### src/rtl/pcm_downmix_to_16bit_mono_core_macros.svh
// ----------------------------------------------------------------------------
// PCM downmix assertion macros
// Property wrappers for the downmix core, clocked on clk, reset by arst_n.
// ----------------------------------------------------------------------------
`ifndef PCM_DOWNMIX_TO_16BIT_MONO_CORE_MACROS_SVH
`define PCM_DOWNMIX_TO_16BIT_MONO_CORE_MACROS_SVH

`ifndef NO_ASSERTIONS
`define PDM_ASSERT_SAME(lbl, ante, cons) \
	lbl: assert property (@(posedge clk) disable iff (!arst_n) (ante) |-> (cons)) \
		else $error("pdm same-cycle check failed");
`define PDM_ASSERT_NEXT(lbl, ante, cons) \
	lbl: assert property (@(posedge clk) disable iff (!arst_n) (ante) |=> (cons)) \
		else $error("pdm next-cycle check failed");
`else
`define PDM_ASSERT_SAME(lbl, ante, cons)
`define PDM_ASSERT_NEXT(lbl, ante, cons)
`endif

`endif

### src/rtl/pdm_pkg.sv
// ----------------------------------------------------------------------------
// PCM downmix package
// Register indexes, field widths and shared helpers of the downmix core.
// ----------------------------------------------------------------------------
package pdm_pkg;

	localparam int CFG_IDX_W  = 1;
	localparam int CFG_DATA_W = 6;
	localparam int BITS_W     = 6;
	localparam int CHCFG_W    = 5;
	localparam int BPOS_W     = 2;

	localparam logic [CFG_IDX_W-1:0] REG_SAMPLE_BITS   = 1'b0;
	localparam logic [CFG_IDX_W-1:0] REG_CHANNEL_COUNT = 1'b1;

	localparam logic [BITS_W-1:0]  SAMPLE_BITS_RST   = 6'd16;
	localparam logic [CHCFG_W-1:0] CHANNEL_COUNT_RST = 5'd1;

	localparam logic [15:0] HALF_SCALE = 16'h8000;

	// index of the last byte of a sample, byte count clamped to 1..4
	function automatic logic [BPOS_W-1:0] last_byte_idx(input logic [BITS_W-1:0] bits);
		logic [BITS_W:0] nb;
		nb = ({1'b0, bits} + 7'd7) >> 3;
		if (nb == '0)
			last_byte_idx = 2'd0;
		else if (nb > 7'd4)
			last_byte_idx = 2'd3;
		else
			last_byte_idx = BPOS_W'(nb - 7'd1);
	endfunction

endpackage

### src/rtl/pcm_downmix_to_16bit_mono_core.sv
// ----------------------------------------------------------------------------
// PCM downmix to 16-bit mono
// Assembles little-endian PCM samples from a byte stream, sums the offset
// samples of each frame and divides by the channel count with a shared
// restoring divider, one quotient bit per cycle.
// ----------------------------------------------------------------------------
//
// channel  handshake              payload
// -------  ---------------------  ---------------------------
// in       in_valid / in_ready    data_byte, data_end
// out      out_valid / out_ready  mono_sample
// cfg      cfg_we                 cfg_index, cfg_data
//
// A byte that does not close a frame is taken and the core stays ready.
// A byte that closes a frame sends the sum to the divider state; the done
// state then loads the output register and returns the core to idle.
// The output register frees the input side: bytes flow while a word waits.
// A finished quotient holds in the divider while the output word is stalled.
// Reset clears the configuration to 16 bits, one channel, and all counters.

`include "pcm_downmix_to_16bit_mono_core_macros.svh"

module pcm_downmix_to_16bit_mono_core #(
	parameter int MAX_CHANNELS = 16
) (
	input  logic                             clk,
	input  logic                             arst_n,
	input  logic                             cfg_we,
	input  logic [pdm_pkg::CFG_IDX_W-1:0]    cfg_index,
	input  logic [pdm_pkg::CFG_DATA_W-1:0]   cfg_data,
	input  logic                             in_valid,
	output logic                             in_ready,
	input  logic [7:0]                       data_byte,
	input  logic                             data_end,
	output logic                             out_valid,
	input  logic                             out_ready,
	output logic signed [15:0]               mono_sample
);
	import pdm_pkg::*;

	localparam int CH_W   = (MAX_CHANNELS > 1) ? $clog2(MAX_CHANNELS) : 1;
	localparam int CNT_W  = $clog2(MAX_CHANNELS + 1);
	localparam int SUM_W  = 16 + $clog2(MAX_CHANNELS);
	localparam int DCNT_W = $clog2(SUM_W);

	typedef enum logic [1:0] {
		ST_IDLE,
		ST_DIV,
		ST_DONE
	} state_t;

	state_t              state_q;
	logic [BITS_W-1:0]   sample_bits_q;
	logic [CHCFG_W-1:0]  channel_count_q;
	logic [BPOS_W-1:0]   byte_pos_q;
	logic [CH_W-1:0]     ch_pos_q;
	logic [7:0]          prev_byte_q;
	logic [SUM_W-1:0]    sum_q;
	logic [CNT_W-1:0]    rem_q;
	logic [SUM_W-1:0]    quo_q;
	logic [CNT_W-1:0]    div_q;
	logic [DCNT_W-1:0]   dcnt_q;
	logic                out_valid_q;
	logic [15:0]         mono_q;

	logic [BPOS_W-1:0]   last_idx;
	logic [CNT_W-1:0]    ch_lim;
	logic [15:0]         mapped;
	logic [SUM_W-1:0]    sum_add;
	logic                sample_done;
	logic                frame_done;
	logic [CNT_W:0]      trial;
	logic                trial_ge;
	logic [CNT_W:0]      trial_diff;
	logic                load_out;

	always_ff @(posedge clk or negedge arst_n) begin
		if (!arst_n) begin
			sample_bits_q   <= SAMPLE_BITS_RST;
			channel_count_q <= CHANNEL_COUNT_RST;
		end else if (cfg_we) begin
			unique case (cfg_index)
				REG_SAMPLE_BITS:   sample_bits_q   <= cfg_data;
				REG_CHANNEL_COUNT: channel_count_q <= cfg_data[CHCFG_W-1:0];
				default: ;
			endcase
		end
	end

	always_comb begin
		last_idx = last_byte_idx(sample_bits_q);
		if (channel_count_q == '0)
			ch_lim = CNT_W'(1);
		else if (32'(channel_count_q) > 32'(MAX_CHANNELS))
			ch_lim = CNT_W'(MAX_CHANNELS);
		else
			ch_lim = CNT_W'(channel_count_q);
		if (last_idx == '0)
			mapped = {data_byte, 8'h00};
		else
			mapped = {data_byte, prev_byte_q} + HALF_SCALE;
		sum_add     = sum_q + SUM_W'(mapped);
		sample_done = (byte_pos_q >= last_idx);
		frame_done  = sample_done && (CNT_W'(ch_pos_q) >= (ch_lim - CNT_W'(1)));
		trial       = {rem_q, quo_q[SUM_W-1]};
		trial_ge    = (trial >= {1'b0, div_q});
		trial_diff  = trial - {1'b0, div_q};
		load_out    = (state_q == ST_DONE) && (!out_valid_q || out_ready);
	end

	always_ff @(posedge clk or negedge arst_n) begin
		if (!arst_n) begin
			state_q     <= ST_IDLE;
			byte_pos_q  <= '0;
			ch_pos_q    <= '0;
			prev_byte_q <= '0;
			sum_q       <= '0;
			rem_q       <= '0;
			quo_q       <= '0;
			div_q       <= '0;
			dcnt_q      <= '0;
			out_valid_q <= 1'b0;
			mono_q      <= '0;
		end else begin
			if (load_out)
				out_valid_q <= 1'b1;
			else if (out_valid_q && out_ready)
				out_valid_q <= 1'b0;
			unique case (state_q)
				ST_IDLE: begin
					if (in_valid) begin
						if (frame_done) begin
							rem_q   <= '0;
							quo_q   <= sum_add;
							div_q   <= ch_lim;
							dcnt_q  <= DCNT_W'(SUM_W - 1);
							state_q <= ST_DIV;
						end
						// drop any partial frame at end of data
						if (data_end) begin
							byte_pos_q  <= '0;
							ch_pos_q    <= '0;
							prev_byte_q <= '0;
							sum_q       <= '0;
						end else begin
							prev_byte_q <= data_byte;
							if (sample_done) begin
								byte_pos_q <= '0;
								if (frame_done) begin
									ch_pos_q <= '0;
									sum_q    <= '0;
								end else begin
									ch_pos_q <= ch_pos_q + CH_W'(1);
									sum_q    <= sum_add;
								end
							end else begin
								byte_pos_q <= byte_pos_q + BPOS_W'(1);
							end
						end
					end
				end
				ST_DIV: begin
					rem_q <= trial_ge ? trial_diff[CNT_W-1:0] : trial[CNT_W-1:0];
					quo_q <= {quo_q[SUM_W-2:0], trial_ge};
					if (dcnt_q == '0)
						state_q <= ST_DONE;
					else
						dcnt_q <= dcnt_q - DCNT_W'(1);
				end
				ST_DONE: begin
					if (load_out) begin
						mono_q  <= quo_q[15:0] ^ HALF_SCALE;
						state_q <= ST_IDLE;
					end
				end
				default: state_q <= ST_IDLE;
			endcase
		end
	end

	assign in_ready    = (state_q == ST_IDLE);
	assign out_valid   = out_valid_q;
	assign mono_sample = mono_q;

	`PDM_ASSERT_NEXT(a_frame_starts_div, in_valid && in_ready && frame_done, state_q == ST_DIV)
	`PDM_ASSERT_NEXT(a_div_ends, state_q == ST_DIV && dcnt_q == '0, state_q == ST_DONE)
	`PDM_ASSERT_NEXT(a_done_holds, state_q == ST_DONE && out_valid_q && !out_ready, state_q == ST_DONE && out_valid_q)
	`PDM_ASSERT_NEXT(a_end_clears, in_valid && in_ready && data_end, byte_pos_q == '0 && ch_pos_q == '0 && sum_q == '0)

endmodule

### config.mk
export PLATFORM = sky130hd
export DESIGN_NAME = pcm_downmix_to_16bit_mono_core
export DESIGN_NICKNAME = d
export VERILOG_FILES = /design/src/rtl/pdm_pkg.sv /design/src/rtl/pcm_downmix_to_16bit_mono_core.sv
export VERILOG_INCLUDE_DIRS = /design/src /design/src/rtl
export SDC_FILE = /design/constraint.sdc
export NUM_CORES = 1
export LEC_CHECK = 0
export ABC_AREA = 1
export BUFFER_PORTS_ARGS = -buffer_cell sky130_fd_sc_hd__buf_2
export CORE_MARGIN = 2
export CORE_UTILIZATION = 46
export DETAILED_ROUTE_END_ITERATION = 12
export SYNTH_ARGS = -nofsm -noshare
export SYNTH_HDL_FRONTEND = slang
export SYNTH_SLANG_ARGS = --single-unit
### constraint.sdc
create_clock -name clk -period 10.05 [get_ports clk]
set_clock_uncertainty 0.2 [all_clocks]
set_input_delay 0.5025 -clock clk [delete_from_list [all_inputs] [get_ports clk]]
set_output_delay 0.5025 -clock clk [all_outputs]
set_load 0.1 [all_outputs]
# Yosys cells after proc, flatten, opt, wreduce, memory -nomap -nowiden
# Index checks and enable logic that the tools add are counted.
[word_totals]
input_bits = 21
out_inout_bits = 18
reg_bits = 99
[op_classes]
n_reduce_logical = 22
addsub = 9
eq_ne = 7
order_cmp = 5
muxes = 32
bitwise = 2
[op_table]
columns = ["cell", "count"]
rows = [
  ["20-bit 2-to-1 mux", 5],
  ["5-bit 2-to-1 mux", 8],
  ["20-bit one-hot mux with 2 select lines", 1],
  ["20-bit by 16-bit adder with 20-bit output", 1],
  ["5-bit one-hot mux with 2 select lines", 2],
  ["16-bit adder, second input constant", 1],
  ["16-bit 2-to-1 mux", 1],
  ["2-bit 2-to-1 mux", 8],
  ["4-bit 2-to-1 mux", 3],
  ["5-bit zero test", 2],
  ["5-bit by 1-bit subtractor with 5-bit output, second input constant", 2],
  ["3-bit AND reduction", 3],
  ["8-bit 2-to-1 mux", 1],
  ["2-bit inequality test, second input constant", 4],
  ["2-bit AND reduction", 4],
  ["4-bit AND reduction", 2],
  ["6-bit by 3-bit adder with 7-bit output, second input constant", 1],
  ["7-bit zero test", 1],
  ["6-bit by 5-bit greater-or-equal comparator with 1-bit output", 1],
  ["2-bit one-hot mux with 3 select lines", 1],
  ["2-bit nonzero test", 3],
  ["4-bit by 5-bit greater-or-equal comparator with 1-bit output", 1],
  ["5-bit greater-than comparator, second input constant", 1],
  ["5-bit subtractor", 1],
  ["other kinds (14)", 19],
]

# Logic depth before layout (Yosys ltp)
# Gate-level depths: netlist of the first run.
[depth]
word_depth = 10
depth_mapped = 25
mapped_depth_nobuf = 25

# Worst setup path before layout of the first run
# No wires, ideal clock.
[synth_timing]
path_type = "register to register"
start = "reg sample_bits_q[1]"
end = "reg quo_q[8]"
synth_period_minus_slack_ns = 3.283
arrival_ns = 2.966
setup_time_ns = 0.117
path_buffers = 0
stages_incl_launch_ff = 24
slack_ns = 6.767
path_cell_list = "dfrtp_1 > nor2_1 > nand2_1 > or2_2 > nand2_1 > ha_1 > nand2_1 > a31oi_1 > o21ai_0 > inv_1 > nand2_2 > nand2_1 > inv_1 > ha_1 > fa_1 > nand3_1 > nand3_1 > nand2_1 > nand2_1 > xor2_1 > nand2_1 > o21ai_0 > nand2_2 > o21ai_2"
[synth_via]
elab_chain_cells = 10
[synth_lines]
columns = ["item", "line", "rtl"]
rows = [
  ["start, declared", "pcm_downmix_to_16bit_mono_core.sv:53", "logic [BITS_W-1:0] sample_bits_q;"],
  ["start signal, assigned", "pcm_downmix_to_16bit_mono_core.sv:83", "REG_SAMPLE_BITS: sample_bits_q <= cfg_data;"],
  ["6-bit by 3-bit adder with 7-bit output *", "pdm_pkg.sv:24", "nb = ({1'b0, bits} + 7'd7) >> 3;"],
  ["4-bit by 3-bit greater-than comparator with 1-bit output or 2-bit by 1-bit subtractor with 2-bit output (tied branches)", "pdm_pkg.sv:27, pdm_pkg.sv:30", ""],
  ["2-bit 2-to-1 mux", "pdm_pkg.sv:27", "else if (nb > 7'd4)"],
  ["2-bit 2-to-1 mux *", "pdm_pkg.sv:25", "if (nb == '0)"],
  ["2-bit zero test", "pcm_downmix_to_16bit_mono_core.sv:98", "if (last_idx == '0)"],
  ["16-bit 2-to-1 mux", "pcm_downmix_to_16bit_mono_core.sv:98", ""],
  ["20-bit by 16-bit adder with 20-bit output", "pcm_downmix_to_16bit_mono_core.sv:102", "sum_add = sum_q + SUM_W'(mapped);"],
  ["20-bit 2-to-1 mux", "pcm_downmix_to_16bit_mono_core.sv:132", "if (frame_done) begin"],
  ["20-bit 2-to-1 mux", "pcm_downmix_to_16bit_mono_core.sv:131", "if (in_valid) begin"],
  ["20-bit one-hot mux with 2 select lines", "pcm_downmix_to_16bit_mono_core.sv:129", "unique case (state_q)"],
  ["end signal, assigned", "pcm_downmix_to_16bit_mono_core.sv:134", "quo_q <= sum_add;"],
  ["end signal, assigned", "pcm_downmix_to_16bit_mono_core.sv:164", "quo_q <= {quo_q[SUM_W-2:0], trial_ge};"],
  ["end, declared", "pcm_downmix_to_16bit_mono_core.sv:60", "logic [SUM_W-1:0] quo_q;"],
]
# Mark *: on every way between the ends. The rest lies on a longest branch, timed or not. The select of a mux whose other input is x is not followed.
# A chain may end at the register's enable or synchronous reset.

# Final worst setup path of the first run
[layout_timing]
start = "reg sample_bits_q[1]"
end = "reg quo_q[6]"
# The elaborated chain is that of the path after synthesis.

==> results of run 1 <==
-- metrics by stage --
step	instance area, sq um	util (%)
global route	6580	52.3
global placement	6230	49.6
floorplan	5920	-
finish	6580	52.3
CTS	6580	52.3
detailed placement	6230	49.6
-- report_power, final --
group	leakage, nW	internal (mW)	switching (mW)
Combinational	2.13	0.312	0.714
Sequential	1.29	0.535	0.0846
Clock	0.166	0.233	0.153
-- synth_stat cells --
cell      number  share of area [%]
nor4_2         1               0.21
nand3_2        6                1.0
dfstp_2        2               0.89
a21oi_1       25                2.1
o21ai_2       11                1.6
or2_1          2               0.21
o21bai_1       1               0.13
clkinv_1       1              0.063
buf_2          6               0.51
o21ai_1        7               0.59
a21o_1         1               0.13
nand2_2       15                1.6
nor2_2         1               0.11
nor2_4         2               0.38
a21oi_4        1               0.27
o211ai_1       1               0.13
buf_6          4               0.76
nand3_1       41                3.5
buf_4          1               0.13
a31oi_1        2               0.21
xor2_1        13                1.9
dfrtp_1       97                 41
a22oi_1        1               0.13
or2_2          5               0.53
clkbuf_1       7               0.44
xnor2_1        4               0.59
fa_1           2               0.68
and2_1         1               0.11
nand3b_1       5               0.63
mux2_2         1               0.19
inv_1         92                5.8
nor2_1        32                2.0
o21ai_0       69                5.8
inv_2          5               0.32
nand2_1      281                 18
ha_1          32                6.8
nor3_1         5               0.42
nand4_1        2               0.21
-- worst max-delay path, cell delays in order (launching register included) --
cell,delay [ns]
dfrtp_1,0.38
nor2_1,0.10
nand2_1,0.09
or2_2,0.28
nand2_1,0.08
ha_1,0.16
nand2_1,0.07
a31oi_1,0.19
o21ai_0,0.10
inv_1,0.09
nand2_2,0.14
nand2_1,0.09
inv_1,0.04
ha_1,0.22
fa_1,0.43
nand3_1,0.09
nand3_1,0.13
nand2_1,0.10
nand2_1,0.09
xnor2_1,0.24
o21ai_0,0.13
nand2_2,0.09
o21ai_2,0.06
-- path summary, 6_finish.rpt --
path | from | end
setup / recovery | sample_bits_q[1]$_DFFE_PN0P_ | quo_q[6]$_DFFE_PN0P_
hold / removal | cfg_data[5] | sample_bits_q[5]$_DFFE_PN0P_
setup reg to reg | sample_bits_q[1]$_DFFE_PN0P_ | quo_q[6]$_DFFE_PN0P_
hold reg to reg | rem_q[4]$_DFFE_PN0P_ | rem_q[4]$_DFFE_PN0P_
max in group asynchronous | arst_n | quo_q[18]$_DFFE_PN0P_
min in group asynchronous | arst_n | prev_byte_q[4]$_DFFE_PN0P_
-- cells in the final DEF, fill, tap and decap left out, drive strengths merged --
master,n
clkbuf,11
fa,2
nand3b,5
xnor2,4
xor2,13
buf,40
nor3,5
nand4,2
dfrtp,97
o21bai,1
a21oi,26
bufinv,2
nor2,35
nand3,47
o211ai,1
mux2,1
dlygate4sd3,1
nor4,1
o21ai,87
clkinv,3
inv,98
a31oi,2
dfstp,2
nand2,296
a22oi,1
and2,1
ha,32
a21o,1
or2,7
-- state kept, by name, indices dropped and copies added, names as in the netlist --
signal and count:
out_valid 1, prev_byte_q 8, byte_pos_q 2, ch_pos_q 4, dcnt_q 5, quo_q 20, div_q 5, state_q 2
sample_bits_q 6, sum_q 20, mono_sample 16, channel_count_q 5, rem_q 5
-- final cells by class --
type / count / area share (%)
flip-flops and latches: 99 / 37.7
repair buffers: 41 / 3.31
well taps: 172 / 3.27
multi-input cells: 570 / 45.0
inverters: 98 / 5.59
clock buffers: 11 / 3.84
clock inverters: 5 / 1.26
-- logic make-up (layout without fill, tap and decap cells) --
group	count (synthesis)	in the layout	synth area share (%)
AND/OR/NAND/NOR	399	399	28.7
AO/OA/AOI/OAI	119	119	11.2
buffers and inverters	116	155	8.06
flip-flops	99	99	41.9
adder cells (fa/ha/maj)	34	34	7.44
XOR/XNOR	17	17	2.52
multiplexers	1	1	0.190
-- routing by layer --
metal  up-vias  routed length (microns)  part of all wire (%)
li1       2554                        -                     -
met1      2299                     5900                    44
met2        62                     6570                    49
met3        28                      363                   2.7
met4         0                      449                   3.4
met5         -                        0                     0
==> flow_metrics.tcl, run 1 <==
set metrics [dict create \
    grt_pass1_wl_microns 23000 \
    numPortBuffers 38 \
    maxSlewHeadroom_pct 26.1 \
    initial_core_util_pct 47.1 \
    ctsLongestPathBuffers 2 \
    crit_type "reg -> reg" \
    postSynthAreaPerCell_sq_um 7.54 \
    hp-class "in -> reg" \
    worst_setup_hold_path_clk_slew_ns 0.07 \
    numCtsBuffers 9 \
    grt_use_met1_pct 25.5 \
    fmax_mhz 268 \
    synthesis.nets 840 \
    netlist_area_sq_um 5920 \
    dpl_worst_slack_ns 6.32 \
    cts-root-buf "clkbuf_16" \
    antenna_found_initial 0 \
    gr-total-overflow 0 \
    dieArea_sq_um 13800 \
    htree_levels 3 \
    postCtsHoldBufs 1 \
    p_leak_nw 3.58 \
    setup_ws_ns 6.32 \
    post-cts-setup-buffers 0 \
    ys_warn_count 0 \
    synth_cells 785 \
    worstMarginPinSlew_ns 1.11 \
    remaining_drc_errors 0 \
    viasPerCell 4.96 \
    clock_sinks 99 \
    first_pass_iters 4 \
    cts_resized 0 \
    rsz0062_at_grt "false" \
    yosys_register_bits 99 \
    place_congestion 0.897 \
    finalCritPeriodShare_pct 37.1 \
    multi_input_area_sq_um 2960 \
    dpl.hpwl_microns 10100 \
    antenna_cells 0 \
    syn_to_final_growth_pct 11.1 \
    ff2ff_path_depth 22 \
    rows 41 \
    die_w_microns 117 \
    ant_nets 0 \
    busiest_layer "met2" \
    cap_violations 0 \
    maxSlewViolCount 0 \
    final_nets 874 \
    path_max_fanout 9 \
    status "complete, no violations" \
    required_ns 10.05 \
    whs_ns 0.197 \
    hold_violations 0 \
    wirelength_microns 13300 \
    rrSetupSlack_ns 6.32 \
    grtUsageTotal_pct 20.8 \
    arrival_ns 3.73 \
    placedCellCount 979 \
    grt_max_degree 55 \
    irDropWorstVdd_mv 0.170 \
    drive_above_1_share_pct 12.9 \
    grt_pass1_vias 4773 \
    num_io_pins 39 \
    min_delay_path_depth 3 \
    fill_cells 1259 \
    clk_latency_ns 0.35 \
    fin_crit_ns 3.73 \
    met3_usage_pct 4.38 \
    final_cells 996 \
    regArea_sq_um 2480 \
    finalSetupViolCount 0 \
    critPathCaptureType "flop" \
    power_mw 2.03 \
    finalSetupTns_ns 0 \
    routedWlPerCell_microns 13.3 \
    yosys.cell_types.count 38 \
    core-area_sq_um 12600 \
    grtUsageMet2_pct 35.3 \
    cts_tree "built" \
    p_per_area_nw_per_um2 309 \
    yosysSeqAreaShare_pct 41.9 \
    start_kind "flop" \
    vias 4943 \
    drt_iter0_drc 249 \
    die_height_microns 117 \
]
Power figures use the tool's default switching activity.
==> inputs of run 2 (changes only) <==
--- a/config.mk
+++ b/config.mk
@@ -6,11 +6,12 @@
 export SDC_FILE = /design/constraint.sdc
 export NUM_CORES = 1
 export LEC_CHECK = 0
-export ABC_AREA = 1
+export ABC_AREA = 0
 export BUFFER_PORTS_ARGS = -buffer_cell sky130_fd_sc_hd__buf_2
 export CORE_MARGIN = 2
 export CORE_UTILIZATION = 46
 export DETAILED_ROUTE_END_ITERATION = 12
+export PLACE_DENSITY = 0.66
 export SYNTH_ARGS = -nofsm -noshare
 export SYNTH_HDL_FRONTEND = slang
 export SYNTH_SLANG_ARGS = --single-unit
==> constraint.sdc (replaced) <==
create_clock -name clk -period 3.2 [get_ports clk]
set_clock_uncertainty 0.2 [all_clocks]
set_input_delay 0.16 -clock clk [delete_from_list [all_inputs] [get_ports clk]]
set_output_delay 0.16 -clock clk [all_outputs]
set_load 0.1 [all_outputs]
==> flow_metrics.tcl, run 2 <==
set metrics [dict create \
    status "finished with violations" \
    violations "negative setup slack" \
    maxSlewViolCount 0 \
    cts-root-buf "clkbuf_16" \
    p_leak_nw 3.53 \
    viasPerCell 5.51 \
    synth_most_common_cell "dfrtp_1" \
    irDropWorstVdd_mv 0.560 \
    final_cell_area_sq_um 7670 \
    gr-total-overflow 0 \
    path_max_fanout 5 \
    synthFlopType "dfrtp_1" \
    final_nets 743 \
    required_ns 3.24 \
    syn_to_final_growth_pct 39.3 \
    place_congestion 0.950 \
    final_cell_mix "dfrtp_1 (96), nand2_1 (78), buf_4 (58)" \
    synth-edff-count 0 \
    worstMarginPinSlew_ns 0.994 \
    grt_pass1_vias 4829 \
    arrival_ns 3.90 \
    rrSetupSlack_ns -0.66 \
    maxSlewHeadroom_pct 33.7 \
    first_pass_iters 5 \
    ant_nets 0 \
    antenna_cells 0 \
    die_height_microns 113 \
    grt_pass1_wl_microns 23900 \
    ys_warn_count 0 \
    critPathCaptureType "flop" \
    p_clk_share_pct 14.1 \
    synthTopCellsByArea "dfrtp_1 (44%), ha_1 (7.3%), nand2_1 (5.7%)" \
    postSynthAreaPerCell_sq_um 9.92 \
    utilization_pct 66.3 \
    core-area_sq_um 11600 \
    finalCritPeriodShare_pct 121 \
    fill_cells 882 \
    place_area_sq_um 6330 \
    die_w_microns 113 \
    drive_above_1_share_pct 37.2 \
    routedWlPerCell_microns 17.5 \
    synth_top_area_share_pct 44.1 \
    remaining_drc_errors 0 \
    yosysTopAreaCell "dfrtp_1" \
    yosys_register_bits 99 \
    p_sw_share_pct 46.3 \
    yosysSeqAreaShare_pct 45.0 \
    rsz0062_at_grt "true" \
    cts_tree "built" \
    ctsLongestPathBuffers 2 \
    netlist_area_sq_um 5510 \
    grt_max_degree 79 \
    num_io_pins 39 \
    start_kind "flop" \
    fin_crit_ns 3.86 \
    htree_levels 3 \
    vias 4604 \
    initial_core_util_pct 47.6 \
    numCtsBuffers 9 \
    rows 39 \
    dpl_worst_slack_ns -0.593 \
    cap_violations 0 \
    synthArstFlopShare_pct 100 \
    intPower_mw 4.20 \
    wirelength_microns 14600 \
    worst_setup_hold_path_clk_slew_ns 0.07 \
    yosys.cell_types.count 59 \
    pwr-share-seq_pct 26.6 \
    hold_violations 0 \
    p_per_area_nw_per_um2 1020 \
    dpl.hpwl_microns 9900 \
    final_common_cell "dfrtp_1" \
    finalSetupViolCount 60 \
    hp-class "in -> reg" \
    synth_cells 555 \
    synthesis.nets 610 \
    dieArea_sq_um 12900 \
    antenna_found_initial 0 \
    fmax_mhz 259 \
    setup_ws_ns -0.658 \
    clock_sinks 99 \
    switching_power_mw 3.62 \
    crit_type "reg -> reg" \
    numPortBuffers 38 \
    drt_iter0_drc 240 \
    clk_latency_ns 0.35 \
    finalSetupTns_ns -26.43 \
    pwr-share-comb_pct 59.3 \
    synth_common_cells "dfrtp_1 (97), nand2_1 (84), o21ai_0 (45)" \
    grtUsageTotal_pct 23.8 \
]
[run 2: cell types whose count changed in the layout (fill, tap and decap cells not counted), sizes merged, moves of 8 or more]
cell         before  now
nand2b            0    9
dlygate4sd3       1   17
o31ai             0   10
xnor2             4   17
o21ai            87   47
nand3            47    9
and2              1    9
buf              40  125
inv              98   21
nand2           296   84
o22ai             0   11
mux2              1   25
a21o              1   17
nor2             35   27
[run 2: per-layer routing]
metal	wire, microns	track usage [%]	up-vias
li1	-	-	2244
met1	6280	29.1	2239
met2	7540	42.1	103
met3	516	4.99	18
met4	264	7.80	0
met5	0	0	-
[run 2: cell type report]
class	count	area (sq um)	area share [%]
clock inverter	4	50.0	0.652
multi-input combinational	414	3480	45.4
tap	143	179	2.33
sequential	99	2480	32.3
inverter	22	82.6	1.08
timing repair buffer	142	1150	15.0
clock buffer	12	246	3.21
[run 2: cells by family (layout without fill, tap and decap cells)]
logic type,after synthesis,in the layout,share of synthesized area [%]
xor+xnor,26,26,4.14
flops,99,99,45.0
simple gates,161,161,13.0
fa+ha+maj,36,37,8.36
compound gates,158,159,20.0
buf+inv,44,180,3.20
mux,31,31,6.20
[run 2: worst max-delay path, cell delays in order (launching register included)]
cell	delay, ns
dfrtp_1	0.38
o31a_1	0.37
nor2_2	0.13
inv_2	0.06
ha_4	0.27
nand2_4	0.06
maj3_2	0.37
and2_4	0.20
ha_4	0.25
a21o_1	0.13
nand4_1	0.16
a211oi_4	0.41
a21oi_4	0.14
o41ai_4	0.29
o21ai_1	0.13
a22o_1	0.19
[run 2: worst paths after layout]
path | endpoint | startpoint | cells past startpoint
min reg2reg | ch_pos_q[3]$_DFFE_PN0P_ | ch_pos_q[3]$_DFFE_PN0P_ | 1
min in group asynchronous | prev_byte_q[1]$_DFFE_PN0P_ | arst_n | 2
max | sum_q[17]$_DFFE_PN0P_ | sample_bits_q[0]$_DFFE_PN0P_ | 15
max in group asynchronous | dcnt_q[1]$_DFFE_PN0P_ | arst_n | 3
max reg2reg | sum_q[17]$_DFFE_PN0P_ | sample_bits_q[0]$_DFFE_PN0P_ | 15
min | sum_q[18]$_DFFE_PN0P_ | data_end | 4
[run 2: power groups by stage]
stage	Clock [mW]	Combinational [mW]	Sequential [mW]
floorplan	0	2.05	2.70
global placement	0	3.73	2.06
detailed placement	0	3.81	2.07
CTS	1.13	4.36	2.07
global route	1.18	4.99	2.14
finish	1.10	4.64	2.08
[run 2: through the flow]
stage | hold slack, ns | cells | power, mW
after floorplan | -0.336 | 555 | 4.75
after global placement | 0.174 | 778 | 5.79
after detailed placement | 0.173 | 778 | 5.89
after CTS | 0.0437 | 827 | 7.55
after global routing | 0.0629 | 836 | 8.31
final | 0.0578 | 836 | 7.82
[run 2: what timing repair did]
action	in CTS	in global routing
cloned	4	0
pin swaps	43	39
resized for setup	96	48
hold buffers	17	0
endpoints found under the setup margin	60	62
hold endpoints to repair	95	0
setup buffers	14	15
